===== src/rtl/pscrl_queue.sv =====
// two-entry queue between the front and the back
module pscrl_queue #(
    parameter int WIDTH = 81
) (
    input  logic             aclk,
    input  logic             aresetn,
    input  logic             push,
    input  logic [WIDTH-1:0] push_data,
    output logic             full,
    input  logic             pop,
    output logic             not_empty,
    output logic [WIDTH-1:0] pop_data
);
    logic [WIDTH-1:0] slot_reg [2];
    logic       wr_ptr_reg, rd_ptr_reg;
    logic [1:0] count_reg;

    assign full      = (count_reg == 2'd2);
    assign not_empty = (count_reg != 2'd0);
    assign pop_data  = slot_reg[rd_ptr_reg];

    always_ff @(posedge aclk) begin
        if (!aresetn) begin
            wr_ptr_reg <= 1'b0;
            rd_ptr_reg <= 1'b0;
            count_reg  <= 2'd0;
        end else begin
            if (push) wr_ptr_reg <= ~wr_ptr_reg;
            if (pop)  rd_ptr_reg <= ~rd_ptr_reg;
            if (push && !pop) count_reg <= count_reg + 2'd1;
            else if (pop && !push) count_reg <= count_reg - 2'd1;
        end
    end

    always_ff @(posedge aclk) begin
        if (push) slot_reg[wr_ptr_reg] <= push_data;
    end
endmodule


===== config.mk =====
export PLATFORM = sky130hd
export DESIGN_NAME = pscrl_queue
export DESIGN_NICKNAME = d
export VERILOG_FILES = /design/src/rtl/pscrl_queue.sv
export SDC_FILE = /design/constraint.sdc
export NUM_CORES = 1
export LEC_CHECK = 0
export ABC_AREA = 1
export BUFFER_PORTS_ARGS = -buffer_cell sky130_fd_sc_hd__buf_2
export CAP_MARGIN = 20
export CORE_MARGIN = 1.5
export CORE_UTILIZATION = 35
export DETAILED_ROUTE_END_ITERATION = 10
export PLACE_DENSITY_LB_ADDON = 0.1
export SLEW_MARGIN = 20
export SYNTH_ARGS = -nofsm -noshare
export SYNTH_HDL_FRONTEND = slang
export SYNTH_SLANG_ARGS = --single-unit

===== constraint.sdc =====
create_clock -name aclk -period 6.2 [get_ports aclk]
set_input_delay 0.62 -clock aclk [delete_from_list [all_inputs] [get_ports aclk]]
set_output_delay 0.62 -clock aclk [all_outputs]
set_load 0.01 [all_outputs]

; ---- After elaboration in Yosys (flattened, before gate mapping)
; Memory sizes are Yosys's and may differ from the RTL's. A register that Yosys moved wholly into a read port is not among the register bits.
; Cells that the tools add are included.
[classes]
muxes = 6
n_addsub = 2
reduce_logical = 6
n_eq_ne = 1
bitwise_logic = 2
[ops]
columns = op, count
row1 = 2-to-1 mux 1 bit, 4
row2 = 2-to-1 mux 2 bit, 2
row3 = nonzero test 2 bit, 2
row4 = "adder 2 x 1 -> 2 bit, second input constant", 1
row5 = "equality test 2 bit, second input constant", 1
row6 = logical AND 1 bit, 2
row7 = zero test 1 bit, 2
row8 = inverter 1 bit, 2
row9 = "subtractor 2 x 1 -> 2 bit, second input constant", 1
[word_totals]
mem_bits_rw = 162
reg_bits = 4
output_inout_bits = 83
inputBits = 85
n_memories = 1
elab_cells = 21
[mem_list]
columns = name, words, word_bits, rd, rd_clocked_by_memory_dff, write_ports, line
row1 = slot_reg, 2, 81, 1, 1, 1, 14  ; logic [WIDTH-1:0] slot_reg [2];

; ---- Depth between registers and ports, before layout
[logic_depth]
ltp_word = 4
depth_mapped = 8
depth_no_buf = 8

; ---- Worst setup path before layout
; No wires, ideal clock.
[synth_path]
path_kind = input to register
from = input port push
to = memory slot_reg[0][0] (enable)
required_time_ns = 5.677
cell_stages = 2
n_path_buf = 0
path_slack_ns = 1.624
setup_time_ns = 0.523
arrival_ns = 4.053
cell_sequence = inv_1 nor2_1
[synth_between]
elab_chain_cells = 2
[synth_lines]
columns = item, line
row1 = from (decl), 7  ; input logic push,
row2 = 2-to-1 mux 1 bit, 36  ; if (push) slot_reg[wr_ptr_reg] <= push_data;
row3 = 2-to-1 mux 1 bit (not written as such), 36
row4 = to (decl), 14
; Every way passes these cells.

==> impl_metrics.toml <==
[cts]
clk_pin_slew_ns = 0.06
max-clock-path-buffers = 2
clk_latency_ns = 0.41
cts_sinks = 167
ctsHoldBuffers = 0
clockRootBuffer = "clkbuf_16"
cts_resized = 0
h-tree-depth = 4
post_cts.repair.setup_buffers = 0
cts_tree = "done"
cts_made_buffers = 17

[timing]
hold_ws_ns = 0.390
hold_violations = 0
drv_slew = 0
timing.slew.headroom_pct = 41.1
fmax_ghz = 0.310
timing.final.crit_share_pct = 52.1
min_period_ns = 3.23
setup_viol = 0
fin_tns_setup_ns = 0
worst_slew_pin_slew_ns = 0.883
rsz0062_at_grt = "false"
final.setup_skew_ns = 0.00666

[global_route]
overflow = 0
grt_pass1_vias = 3281
use_met3_pct = 4.80
grtUsageMet2_pct = 18.9
grt_max_degree = 46
top_usage_layer = "met2"
use_met1_pct = 15.1
grtUsageTotal_pct = 12.2
grt_pass1_wl_mm = 17.6
antenna_found_initial = 2

[detailed_routing]
dr.pass1.iters = 4
wl_mm = 11.5
num_vias = 3115
drc = 0
drt_iter0_markers = 113
via_per_inst = 4.38
wire_per_inst_um = 16.2
antenna_left = 0

[power_and_ir_drop]
ir_drop_mv = 0.182
pwr_density_cell_nw_per_um2 = 333
power_mw = 2.71
p_leak_nw = 3.26

[placement]
io_buffers = 167
numPlacedInstances = 678
dpl.hpwl_mm = 7.55
place_congestion = 0.683

[synth]
yosysTopAreaCellShare_pct = 75.1
synth.distinct_cells = 14
synth_area_sq_um = 6480
synth_area_leaders = "edfxtp_1, mux2_4, buf_12, dfxtp_1, nand2_1"
ys_warn_count = 0
seq_area_frac_synth_pct = 76.7
synth_cells = 287
yosysTopAreaCell = "edfxtp_1"
ys_ff_latch = 167
syn_nets = 373
synth.avg_cell_area_sq_um = 22.6

[layout]
fin_cells = 711
drive_gt1_share_pct = 59.0
final_net_count = 554
largest_reg_flops = 162
final_util_pct = 45.0
area_growth_syn_to_layout_pct = 25.3

[worst_setup_path]
arrival_ns = 2.61
ff2ff_path_depth = 3
crit_path_max_fanout = 45
worstPathRequired_ns = 5.58
cp-start-kind = "flip-flop"
ff2ff_setup_slack_ns = 4.14
setup.worst_path.end_class = "output port"
path_class = "reg -> out"

[die]
die_h_um = 139
coreArea_sq_um = 18000
rows = 49
num_io_pins = 168
fp.dieW_um = 139
dieArea_sq_um = 19300
start_util_pct = 35.9

[run]
cap_violations = 0

[hold_path]
hold_class = "in -> reg"
min_path_cells = 1

[status]
status = "complete, no violations"
## final timing paths
path | start | endpoint
setup / recovery | flip-flop | pop_data[62]
hold / removal | push_data[63] | slot_reg[0][63]$_DFFE_PP_
setup reg to reg | wr_ptr_reg$_SDFFE_PN0P_ | slot_reg[1][19]$_DFFE_PP_
hold reg to reg | rd_ptr_reg$_SDFFE_PN0P_ | flip-flop
## worst max-delay path, cell delays in order (launching register included)
cell and delay [ns]:
dfxtp_4 0.92, buf_4 0.70, mux2_4 0.35, buf_2 0.14
## synth_stat cells
cell type / n
a21oi_1: 1
buf_12: 8
buf_6: 1
dfxtp_1: 5
edfxtp_1: 162
ha_1: 1
inv_1: 8
mux2_2: 1
mux2_4: 80
nand2_1: 9
nand3_1: 1
nand4_1: 1
nor2_1: 8
o21ai_0: 1
## per-layer routing
layer,vias to the layer above,routed length (um)
met1,1517,4960
met4,0,203
met3,14,890
li1,1477,-
met5,-,0
met2,107,5460
## cell usage in the layout, fill, tap and decap left out, drive strengths merged
| master | instances |
|---|---|
| buf | 171 |
| edfxtp | 162 |
| mux2 | 81 |
| clkbuf | 18 |
| inv | 10 |
| nand2 | 9 |
| nor2 | 8 |
| clkinv | 6 |
| bufinv | 5 |
| dfxtp | 5 |
| diode | 2 |
| o21ai | 1 |
| a21oi | 1 |
| nand3 | 1 |
| nand4 | 1 |
| ha | 1 |
## cell type report
type / count / area (sq um)
Fill cell: 1639 / 9910
Sequential cell: 167 / 4970
Multi-Input combinational cell: 103 / 1320
Timing Repair Buffer: 171 / 878
Clock buffer: 18 / 429
Tap cell: 229 / 287
Clock inverter: 13 / 201
Inverter: 8 / 31.3
Antenna cell: 2 / 5.00
## through the flow
stage | area (sq um) | setup slack [ns]
after global routing | 8110 | 2.79
after floorplan | 6480 | 1.62
after detailed placement | 7480 | 3.33
after CTS | 8110 | 2.87
after global placement | 7460 | 3.35
final | 8120 | 2.97
## logic make-up after synthesis
logic type	share of synthesized area (%)
adder cells (fa/ha/maj)	0.193
buffers and inverters	3.11
AO/OA/AOI/OAI	0.154
flip-flops	76.7
multiplexers	18.7
AND/OR/NAND/NOR	1.16
## report_power, final
group,switching (mW),internal (mW)
combinational,0.117,0.133
sequential,0.0265,1.31
clock,0.411,0.713
total,0.555,2.15
No activity file was read; power rests on OpenSTA's default activity.
