==> config.mk <==
export PLATFORM = sky130hd
export DESIGN_NAME = pscrl_front
export DESIGN_NICKNAME = d
export VERILOG_FILES = /design/src/rtl/pscrl_pkg.sv /design/src/rtl/pscrl_front.sv
export SDC_FILE = /design/constraint.sdc
export NUM_CORES = 1
export LEC_CHECK = 0
export ABC_CLOCK_PERIOD_IN_PS = 5770
export BUFFER_PORTS_ARGS = -buffer_cell sky130_fd_sc_hd__buf_2
export CAP_MARGIN = 20
export CORE_UTILIZATION = 35
export CTS_CLUSTER_DIAMETER = 40
export DETAILED_ROUTE_END_ITERATION = 6
export GPL_TIMING_DRIVEN = 0
export PLACE_DENSITY = 0.62
export SETUP_SLACK_MARGIN = 0.2
export SLEW_MARGIN = 20
export SYNTH_ARGS = -nofsm -noshare
export SYNTH_HDL_FRONTEND = slang
export SYNTH_SLANG_ARGS = --single-unit
==> constraint.sdc <==
create_clock -name aclk -period 5.77 [get_ports aclk]
set_input_delay 0.577 -clock aclk [delete_from_list [all_inputs] [get_ports aclk]]
set_output_delay 0.577 -clock aclk [all_outputs]
set_load 0.01 [all_outputs]
==> src/rtl/pscrl_pkg.sv <==
// shared types and constants of the per-source connection rate limiter
package pscrl_pkg;

    localparam int CFG_DATA_W = 24;
    localparam int CFG_IDX_W  = 3;

    localparam logic [CFG_IDX_W-1:0] REG_BURST_WINDOW = 3'd0;
    localparam logic [CFG_IDX_W-1:0] REG_FAST_GAP     = 3'd1;
    localparam logic [CFG_IDX_W-1:0] REG_BURST_LIMIT  = 3'd2;
    localparam logic [CFG_IDX_W-1:0] REG_BLOCK_DUR    = 3'd3;
    localparam logic [CFG_IDX_W-1:0] REG_BLOCK_EXT    = 3'd4;
    localparam logic [CFG_IDX_W-1:0] REG_PRUNE_IVL    = 3'd5;

    localparam logic [19:0] RST_BURST_WINDOW = 20'd5000;
    localparam logic [19:0] RST_FAST_GAP     = 20'd500;
    localparam logic [2:0]  RST_BURST_LIMIT  = 3'd5;
    localparam logic [19:0] RST_BLOCK_DUR    = 20'd3000;
    localparam logic [19:0] RST_BLOCK_EXT    = 20'd250;
    localparam logic [23:0] RST_PRUNE_IVL    = 24'd60000;

    typedef struct packed {
        logic [31:0] client_ip;
        logic [47:0] now_ms;
    } item_t;

    typedef struct packed {
        logic accepted;
        logic table_full;
    } result_t;

    typedef struct packed {
        logic [19:0] burst_window_ms;
        logic [19:0] fast_gap_ms;
        logic [2:0]  burst_limit;
        logic [19:0] block_duration_ms;
        logic [19:0] block_extension_ms;
        logic [23:0] prune_interval_ms;
    } cfg_t;

endpackage

==> src/rtl/pscrl_front.sv <==
// front end: accepts attempts and decides whether a prune sweep is due
module pscrl_front
    import pscrl_pkg::*;
#(
    parameter int TIME_BITS = 48
) (
    input  logic                  aclk,
    input  logic                  aresetn,
    input  logic                  s_valid,
    output logic                  s_ready,
    input  item_t                 s_data,
    input  logic [23:0]           prune_interval_ms,
    input  logic                  q_full,
    output logic                  q_push,
    output logic [TIME_BITS+32:0] q_data
);
    logic [TIME_BITS-1:0] last_sweep_reg;
    logic [63:0]          now_wide;
    logic [TIME_BITS-1:0] now_t;
    logic [TIME_BITS-1:0] since;
    logic                 sweep_due;

    assign now_wide  = {16'd0, s_data.now_ms};
    assign now_t     = now_wide[TIME_BITS-1:0];
    assign since     = (now_t >= last_sweep_reg) ? now_t - last_sweep_reg : '0;
    assign sweep_due = since >= {{(TIME_BITS-24){1'b0}}, prune_interval_ms};
    assign s_ready   = !q_full;
    assign q_push    = s_valid && s_ready;
    assign q_data    = {sweep_due, now_t, s_data.client_ip};

    always_ff @(posedge aclk) begin
        if (!aresetn) begin
            last_sweep_reg <= '0;
        end else if (q_push && sweep_due) begin
            last_sweep_reg <= now_t;
        end
    end
endmodule

# Word level (Yosys, flattened, before mapping)
# Index checks and enable logic that the tools add are counted.
# op_classes
addsub	1
n_lt_le_gt_ge	2
n_mux	1
n_reduce_logical	3
# op_table
cell	count
48-bit by 24-bit greater-or-equal comparator with 1-bit output	1
48-bit greater-or-equal comparator	1
48-bit two-way mux	1
48-bit subtractor	1
1-bit logical AND	2
1-bit logical NOT	1
# word_totals
register_bits	48
in_bits	108
output_inout_bits	83
word_cells	8

# Depth between registers and ports, before layout
# logic_depth
word_depth	4
depth_mapped	29
depth_no_buf	26

# Least setup slack after synthesis
# OpenSTA, ideal clock, no wires.
# synth_path
path_type	input -> output
start	input s_data[0] in the netlist's numbering
end	output q_data[80]
t_arrival_ns	5.537
required_time_ns	5.193
slack_ns	-0.344
cell_stages	27
n_path_buf	2
cell_sequence	inv_1 ha_1 inv_1 fa_1 nand3_2 a211oi_1 nor2_1 o31ai_1 a31o_1 a21o_1 a21oi_1 o41ai_1 a21oi_1 clkbuf_1 nor2_1 ha_1 a21o_1 a2111oi_0 o21ai_1 a221o_1 a31oi_2 o2111ai_1 a2111oi_0 nand4_1 nor4_2 a21oi_1 buf_4
# synth_via
elab_chain_len	3
word_cells_on_any_way	4
classes_between	1 x add/sub; 2 x order compare; 1 x mux
# synth_lines
element	line_no	source
start: declaration	pscrl_front.sv:11	input item_t s_data,
48-bit subtractor / 48-bit greater-or-equal comparator (equally long branches)	pscrl_front.sv:25	assign since = (now_t >= last_sweep_reg) ? now_t - last_sweep_reg : '0;
48-bit two-way mux *	pscrl_front.sv:25	
48-bit by 24-bit greater-or-equal comparator with 1-bit output *	pscrl_front.sv:26	assign sweep_due = since >= {{(TIME_BITS-24){1'b0}}, prune_interval_ms};
end: declaration	pscrl_front.sv:15	output logic [TIME_BITS+32:0] q_data
# Mark *: on every way between the ends. The rest lies on a longest branch, timed or not.

# Worst setup path after layout
# layout_path
start	input s_data[11] in the netlist's numbering
end	output q_data[80]
# Same word-level chain as after synthesis.

==> flow_summary.toml <==
[min_path]
whs_path_depth = 2
hold_end = "last_sweep_reg[40]"
worstHoldPathType = "flop to flop"
hold_start = "last_sweep_reg[40]"

[critical_path]
startpoint = "s_data[11]"
reg2reg_slack_ps = -20
start_kind = "input pin"
worst_setup_path_end_kind = "output port"
r2r-end = "last_sweep_reg[10]"
timing.rr.start = "last_sweep_reg[22]"
worst-path-max-fanout = 4
critical_path_arrival_ps = 5600
crit_type = "input pin to output port"
cp.required_ps = 5190
reg2regPathDepth = 29

[grt]
gr-total-overflow = 0
grt_use_met2_pct = 36.2
grt_first_pass_wirelength_um = 34600
grt_start_max_net_pins = 15
grt_pass1_vias = 6856
antenna_found_initial = 0
grt_use_total_pct = 21.9
grtUsageMet1_pct = 29.8
use_met3_pct = 3.13
grt-busiest-layer = "met2"

[yosys]
synth_cell_type_count = 64
synth_area_um2 = 6750
synth-main-ff-cell = "dfxtp_1"
synth_edf_count = 0
yosys-top-cells-count = "160 x nand2_1, 81 x buf_4, 80 x nor2_1"
yosys-top-cells-area = "dfxtp_1 14%, ha_1 13%, buf_4 9.0%"
yosys_warnings = 0
syn-instance-count = 965
synth_most_common_cell = "nand2_1"
async_flop_share_pct = 0
syn_avg_cell_area_um2 = 6.99
ys_ff_latch = 48
yosysSeqAreaShare_pct = 14.2
post-synth-top-area-cell = "dfxtp_1"
synth_nets = 1146
synth_top_area_share_pct = 14.2

[power_and_ir_drop]
peakVddDrop_mv = 0.103
power_density_nw_per_um2 = 190
power_mw = 1.76
p_leak_nw = 4.03

[routing]
drtPass1Iterations = 5
routed_wl_um = 22100
drt-vias-per-instance = 5.17
ant_nets = 0
via_count = 7391
drc_errors = 0
drt_iter0_drc = 395
wl_per_cell_um = 15.4

[clock_network]
root_buffer = "clkbuf_16"
cts_tree = "done"
numCtsBuffers = 5
clk_pin_slew_worst_paths_ps = 60
cts_buffer_depth = 2
cts_hold_buf = 0
worstSkewPairLatency_ps = 310
htreeDepth = 2
clock_sinks = 48

[sta]
relSlewSlack_pct = 52.1
setup_ws_ps = -404
hold_violations = 0
finalSetupViolCount = 26
drv_slew = 0
skew_ps = 8.68
rsz0062_at_grt = "true"
final.period_utilization_pct = 107
hold_ws_ps = 459
fin_tns_setup_ps = -643
period_needed_ps = 6170
fmaxAchievable_ghz = 0.162
worstMarginPinSlew_ps = 718

[status]
violations = "setup timing"
outcome = "complete, but fails checks"

[floorplan]
io-pin-count = 191
fp.dieH_um = 141
die_area_um2 = 19800
rows = 50
start_util_pct = 35.8
core_um2 = 18800
die_w_um = 141

[finish]
num_antenna_cells = 0
largest_reg_flops = 48
areaGrowthSynthToFinish_pct = 37.4
layout-drive-gt1-share_pct = 34.7
nNetsFinal = 1351
fin_cells = 1430

[placement]
dp_hpwl_um = 17100
dp_cells = 1382
portBuffers = 157
pre_cts_ws_ps = -1480
gp_congestion = 0.935

[flow_run]
max_cap_viol_count = 0
worst max-delay path by stage:
stage	cells after the start	end	slack, ps
floorplan	27	q_data[80]	-40
global placement	26	q_data[80]	-1450
detailed placement	26	q_data[80]	-1480
CTS	27	q_data[80]	-330
global route	27	q_data[80]	-550
finish	27	q_data[80]	-400
cells in the final DEF (no fill, tap or decap), types with 8 or more instances in the layout:
| cell type | instances |
|---|---|
| o21a_1 | 8 |
| clkbuf_2 | 12 |
| nor4_1 | 8 |
| buf_4 | 111 |
| ha_4 | 21 |
| mux2i_1 | 51 |
| ha_1 | 46 |
| nor2_1 | 77 |
| a211oi_1 | 10 |
| buf_6 | 24 |
| o21ai_0 | 19 |
| a21o_1 | 22 |
| a21oi_1 | 57 |
| buf_2 | 148 |
| nand2_1 | 156 |
| nand2b_1 | 8 |
| inv_1 | 73 |
| nand3_1 | 9 |
| dfxtp_1 | 42 |
| xor2_1 | 14 |
| nand4_1 | 29 |
| xnor2_1 | 18 |
| nor3_1 | 11 |
| o21ai_1 | 24 |
| clkbuf_1 | 16 |
| a21oi_4 | 9 |
repair_timing:
action,CTS,global route
endpoints found under the setup margin,49,49
gates cloned,5,0
buffers inserted,25,11
pin swaps,32,28
resized for setup,120,46
where the power goes:
part           leakage, nW  total (mW)  switching (mW)  internal (mW)
combinational         3.55        1.01           0.553          0.453
clock               0.0899       0.388           0.142          0.246
sequential           0.394       0.364          0.0105          0.353
total                 4.03        1.76           0.705           1.05
kinds of logic after synthesis:
group / after synthesis / synth area share [%]
xor+xnor: 32 / 4.15
fa+ha+maj: 73 / 13.6
compound gates: 221 / 21.8
flops: 48 / 14.2
mux: 51 / 7.56
buf+inv: 201 / 16.2
simple gates: 339 / 22.5
metal layers:
layer / vias to the layer above / routed length (um)
li1: 3693 / -
met1: 3424 / 10500
met2: 244 / 9990
met3: 30 / 1180
met4: 0 / 405
met5: - / 0
critical path, cell delays in order:
cell and delay [ps]:
buf_6 100, ha_4 230, buf_6 130, a21oi_4 160
o21ai_2 90, a221oi_2 330, nand2_1 100, a31o_1 210
a21o_1 170, a21oi_2 180, o41ai_4 90, a21oi_4 240
buf_8 150, nor2_4 40, ha_4 220, a21o_1 180
a2111oi_4 320, o21ai_2 110, a221o_1 370, a31oi_4 200
o2111ai_4 160, a2111oi_4 340, nand4_1 210, nor4_4 370
a21oi_1 70, buf_4 140, buf_6 110
final cells by class:
| type | instances | area [um2] |
|---|---|---|
| Multi-Input combinational cell | 716 | 5310 |
| Inverter | 78 | 305 |
| Fill cell | 1903 | 9560 |
| Tap cell | 260 | 325 |
| Sequential cell | 48 | 968 |
| Buffer | 123 | 925 |
| Clock inverter | 2 | 60.1 |
| Clock buffer | 5 | 125 |
| Timing Repair Buffer | 198 | 1260 |
per-stage QoR:
step                utilization, %  instance area (um2)
floorplan                        -                 6860
global placement              42.3                 7970
detailed placement            42.3                 7970
CTS                           47.9                 9010
global route                  49.2                 9270
finish                        49.2                 9270
Note: power is estimated with default switching activity, not from simulation.
